===== config.mk =====
export PLATFORM = sky130hd
export DESIGN_NAME = sthit_front
export DESIGN_NICKNAME = d
export VERILOG_FILES = /design/src/rtl/core/sthit_pkg.sv /design/src/rtl/core/sthit_front.sv
export SDC_FILE = /design/constraint.sdc
export NUM_CORES = 2
export LEC_CHECK = 0
export BUFFER_PORTS_ARGS = -buffer_cell sky130_fd_sc_hd__buf_2
export CORE_MARGIN = 1.5
export CORE_UTILIZATION = 54
export CTS_CLUSTER_DIAMETER = 200
export DETAILED_ROUTE_END_ITERATION = 10
export GPL_ROUTABILITY_DRIVEN = 0
export GPL_TIMING_DRIVEN = 1
export PLACE_DENSITY = 0.71
export SYNTH_ARGS = -nofsm -noshare
export SYNTH_HDL_FRONTEND = slang
export SYNTH_SLANG_ARGS = --single-unit

===== constraint.sdc =====
create_clock -name i_clk -period 13.3 [get_ports i_clk]
set_input_delay 2.66 -clock i_clk [delete_from_list [all_inputs] [get_ports i_clk]]
set_output_delay 2.66 -clock i_clk [all_outputs]
set_load 0.01 [all_outputs]

===== src/rtl/core/sthit_pkg.sv =====
// ----------------------------------------------------------------------------
// sthit_pkg
// shared codes and constants for the segment / triangle hit test
// ----------------------------------------------------------------------------
package sthit_pkg;

    // configuration register indexes
    typedef enum logic [2:0] {
        CFG_ORIGIN_X = 3'd0,
        CFG_ORIGIN_Y = 3'd1,
        CFG_ORIGIN_Z = 3'd2,
        CFG_PATH_X   = 3'd3,
        CFG_PATH_Y   = 3'd4,
        CFG_PATH_Z   = 3'd5
    } t_cfg_idx;

    localparam int CFG_IDX_W = 3;

    // result outcome codes
    typedef enum logic [1:0] {
        OUT_HIT     = 2'd0,
        OUT_CULLED  = 2'd1,
        OUT_OUTSIDE = 2'd2,
        OUT_RANGE   = 2'd3
    } t_outcome;

    // result word width (hit + outcome padded to a byte)
    localparam int OUT_TDW = 8;

    // queue between front and back
    localparam int FIFO_DEPTH = 4;
    localparam int FIFO_AW    = 2;

    // partial product chunk width in the multipliers
    localparam int MUL_CHUNK = 32;

endpackage


===== src/rtl/core/sthit_front.sv =====
// ----------------------------------------------------------------------------
// sthit_front
// accepts triangles, forms edge and origin offset vectors, queues them
// ----------------------------------------------------------------------------
module sthit_front
    import sthit_pkg::*;
#(
    parameter int W   = 32,
    parameter int TDW = 288
) (
    input  logic                   i_clk,
    input  logic                   i_rst_n,
    input  logic                   i_s_axis_tvalid,
    output logic                   o_s_axis_tready,
    input  logic [TDW-1:0]         i_s_axis_tdata,
    input  logic signed [W-1:0]    i_org_x,
    input  logic signed [W-1:0]    i_org_y,
    input  logic signed [W-1:0]    i_org_z,
    output logic                   o_head_valid,
    output logic [9*(W+1)-1:0]     o_head,
    input  logic                   i_pop
);
    localparam int DW = W + 1;

    logic signed [W-1:0]  vin [9];
    logic signed [W-1:0]  org [3];
    logic signed [DW-1:0] dif [9];
    logic [9*DW-1:0]      wr_data;
    logic [9*DW-1:0]      r_mem [FIFO_DEPTH];
    logic [FIFO_AW-1:0]   r_wr, r_rd;
    logic [FIFO_AW:0]     r_cnt;
    logic                 push, pop;

    assign org[0] = i_org_x;
    assign org[1] = i_org_y;
    assign org[2] = i_org_z;

    // unpack vertices and form e1 = b - a, e2 = c - a, s = origin - a
    always_comb begin
        for (int f = 0; f < 9; f++) begin
            vin[f] = i_s_axis_tdata[f*W +: W];
        end
        for (int i = 0; i < 3; i++) begin
            dif[i]     = DW'(vin[3+i]) - DW'(vin[i]);
            dif[3 + i] = DW'(vin[6+i]) - DW'(vin[i]);
            dif[6 + i] = DW'(org[i]) - DW'(vin[i]);
        end
        for (int f = 0; f < 9; f++) begin
            wr_data[f*DW +: DW] = dif[f];
        end
    end

    // queue control
    assign o_s_axis_tready = (r_cnt != (FIFO_AW+1)'(FIFO_DEPTH));
    assign push            = i_s_axis_tvalid && o_s_axis_tready;
    assign o_head_valid    = (r_cnt != '0);
    assign pop             = i_pop && o_head_valid;
    assign o_head          = r_mem[r_rd];

    always_ff @(posedge i_clk) begin
        if (!i_rst_n) begin
            r_wr  <= '0;
            r_rd  <= '0;
            r_cnt <= '0;
        end else begin
            if (push) r_wr <= r_wr + 1'b1;
            if (pop)  r_rd <= r_rd + 1'b1;
            r_cnt <= r_cnt + (FIFO_AW+1)'(push) - (FIFO_AW+1)'(pop);
        end
    end

    // queue storage
    always_ff @(posedge i_clk) begin
        if (push) r_mem[r_wr] <= wr_data;
    end

endmodule


==> results by group <==
Timing
  – Endpoints failing hold: 0
  – Slew HR: 0.2831
  – RSZ-0062 raised after global routing: no
  – Setup TNS: 0 ns
  – Final setup vio count: 0
  – Setup slack after layout: 6.720 ns
  – Post-layout min period: 6.580 ns
  – Worst-Margin Slew: between 1 and 1.5 ns
  – Max-slew violation count: 0
  – Worst clock skew: around 0.021 ns
  – Fmax: 0.1520 GHz
  – Final period utilization: 0.4947

Global route
  – First-pass GRT wire length: ~210 mm
  – Gr usage total: 0.2644
  – Largest net degree at the start of global routing: 130
  – GR Overflow Total: 0
  – Vias in the first global route: ~35000
  – Initial antenna violation count: 35

Clock network
  – CTS Hold Bufs: 0
  – Clock Pin Slew Worst Setup and Hold Paths: 0.06 ns
  – Clk_lat worst skew: roughly 0.72 ns
  – CTS tree: built
  – CTS buffer count: between 100 and 150
  – CTS sink cnt: about 1200
  – Clock Tree Buf Depth: 3
  – Postcts setup bufs: 0
  – CTS root buf: clkbuf_16
  – CTS H-Tree Depth: 3
  – Post-CTS sizing: 0

Route
  – DRC violations left: 0
  – Via count: ~35000
  – Pre-Repair DR Iteration Count: 6
  – Routed Wire Length: roughly 140 mm
  – WL per Instance: around 25 um
  – Drt via density: ~6.0
  – Drt initial violations: about 2800
  – Number of routed nets with antenna violations: 0

Synth
  – Most frequent cell after synthesis: edfxtp_1
  – Number of flops mapped to enable cells by yosys: approximately 1200
  – Syn nets: approximately 4300
  – Ys Warns: 0
  – Seq/Total Area, Yosys: 0.6252
  – #FFs+latches synth: approximately 1200
  – Mapped cell area: 57350 um^2
  – Synth top area cells: edfxtp_1 (62%), mux4_2 (12%), ha_1 (6.4%), xnor2_1 (2.4%), a21oi_1 (1.9%)
  – Netlist cell types: 83
  – Share of the synthesized area in the top cell type: 0.6221
  – Ys async rst share: 0
  – Post-synth top area cell: edfxtp_1
  – Synth Area per Inst: about 16 um^2
  – Mapped Cells: roughly 3600
  – Most frequent cells after synthesis: edfxtp_1 (1188), mux4_2 (297), ha_1 (294), a21oi_1 (216), inv_1 (189)
  – Post-synth top flop: edfxtp_1

Status
  – Status: complete, no violations

Worst setup path
  – WP data arrival: 3.92 ns
  – WS Path Type: flip-flop to output port
  – Nature of the critical path startpoint: flip-flop
  – Crit. End Element: output port
  – WP data required: 10.64 ns
  – Worst-path fanout max: 43

Flow run
  – Max_cap viols: 0

Die
  – Rows: 119
  – Io pins: between 600 and 700
  – Die Ht: 328.9 um
  – Die ar.: 108200 um^2
  – Core ar.: around 110000 um^2
  – Die Span X: approximately 330 um
  – Starting Density: 0.5448

Power
  – P per Cell Area: around 170 nW/um^2
  – Comb pwr share: 0.291
  – Leak pwr: ~25 nW
  – Sequential power share: 0.432
  – Int Pwr: 8.062 mW
  – Psw: ~3.5 mW
  – Switching Share: 0.3038
  – Worst IR Drop VDD: between 150 and 200 uV
  – Clk pwr share: 0.277

Placed design
  – DP HPWL: around 100 mm
  – Worst slack at placement: slightly above 7 ns
  – Port-buffer cells: 686

Final layout
  – Area Growth Syn to Fin: 15.50%
  – Final Net Count: about 5000
  – Share of cells above drive strength 1: 0.2745

Hold path
  – HP Class: flip-flop to flip-flop
per-stage QoR:
| step | cell area [um^2] | utilization | instances | total power [mW] | hold WS [ns] |
|---|---|---|---|---|---|
| detailed placement | 62470 | 0.5934 | 5647 | 8.472 | 0.5180 |
| finish | 66230 | 0.6292 | 5882 | 11.58 | 0.5238 |
| floorplan | 57350 | - | 3631 | 7.264 | 0.4764 |
| global placement | 62470 | 0.5934 | 5647 | 8.421 | 0.5093 |
| global route | 66230 | 0.6291 | 5880 | 12.06 | 0.5664 |
| CTS | 66190 | 0.6288 | 5864 | 11.68 | 0.5261 |
power groups by stage:
| stage | Clock, mW | Sequential, mW | Combinational [mW] |
|---|---|---|---|
| floorplan | 0 | 5.12 | 2.14 |
| global placement | 0 | 5.05 | 3.37 |
| detailed placement | 0 | 5.08 | 3.39 |
| CTS | 3.27 | 5.00 | 3.41 |
| global route | 3.41 | 5.04 | 3.61 |
| finish | 3.21 | 5.00 | 3.37 |
cells in the final DEF, fill, tap and decap left out, drive strengths merged, types with 20 or more instances in the layout:
cell | synthesis | routed
inv | 189 | 195
nand2b | 44 | 44
nand3 | 52 | 52
xnor2 | 158 | 158
a21oi | 218 | 218
nor3 | 37 | 37
nand2 | 140 | 140
nor2b | 37 | 37
and3 | 23 | 23
o21bai | 28 | 28
nand4 | 23 | 23
nor2 | 150 | 150
a211oi | 21 | 21
o211ai | 20 | 20
o21ai | 115 | 115
edfxtp | 1188 | 1188
mux4 | 297 | 297
xor2 | 86 | 86
a31oi | 22 | 22
buf | 43 | 716
clkinv | 0 | 51
clkbuf | 48 | 142
o21a | 47 | 47
a21o | 127 | 127
ha | 294 | 294
state kept, by name (all words and copies together), names as in the netlist, named ones only:
register and cells:
r_cnt 3, r_rd 2, r_mem 1188, r_wr 2
routing by layer:
| layer | track usage | wire length (um) | vias to the layer above |
|---|---|---|---|
| li1 | - | - | 15960 |
| met1 | 0.3398 | 56380 | 17610 |
| met2 | 0.4353 | 70890 | 1342 |
| met3 | 0.06157 | 11540 | 276 |
| met4 | 0.1066 | 5673 | 24 |
| met5 | 0 | 156 | - |
cell type report:
class	count	area, um^2
multi-input combinational	2154	20460
fill	7654	39030
clock inverter	75	676.9
antenna	18	45.04
inverter	189	709.4
tap	1391	1740
clock buffer	142	3043
sequential	1197	35860
timing repair buffer	716	3696
critical path: stages (launching register included):
cell	delay [ns]
dfxtp_4	0.93
buf_4	0.72
buf_4	0.65
mux4_2	0.60
buf_2	0.16
worst paths after layout:
path	from	end	slack [ns]	cells past startpoint
setup / recovery	flip-flop	o_head[144]	6.72	4
hold / removal	r_wr[1]	r_wr[1]	0.52	2
setup reg to reg	r_cnt[1]	r_mem[3][147]	9.84	5
hold reg to reg	r_wr[1]	r_wr[1]	0.52	2
kinds of logic (layout without fill, tap and decap cells):
family,Yosys count,after routing,synth area share
other,0,18,0
flip-flops,1197,1197,0.6252
multiplexers,300,300,0.1172
AND/OR/NAND/NOR,571,571,0.04870
AO/OA/AOI/OAI,735,735,0.08568
adder cells (fa/ha/maj),304,304,0.06764
XOR/XNOR,244,244,0.03726
buffers and inverters,280,1122,0.01835
Power figures use the tool's default switching activity.
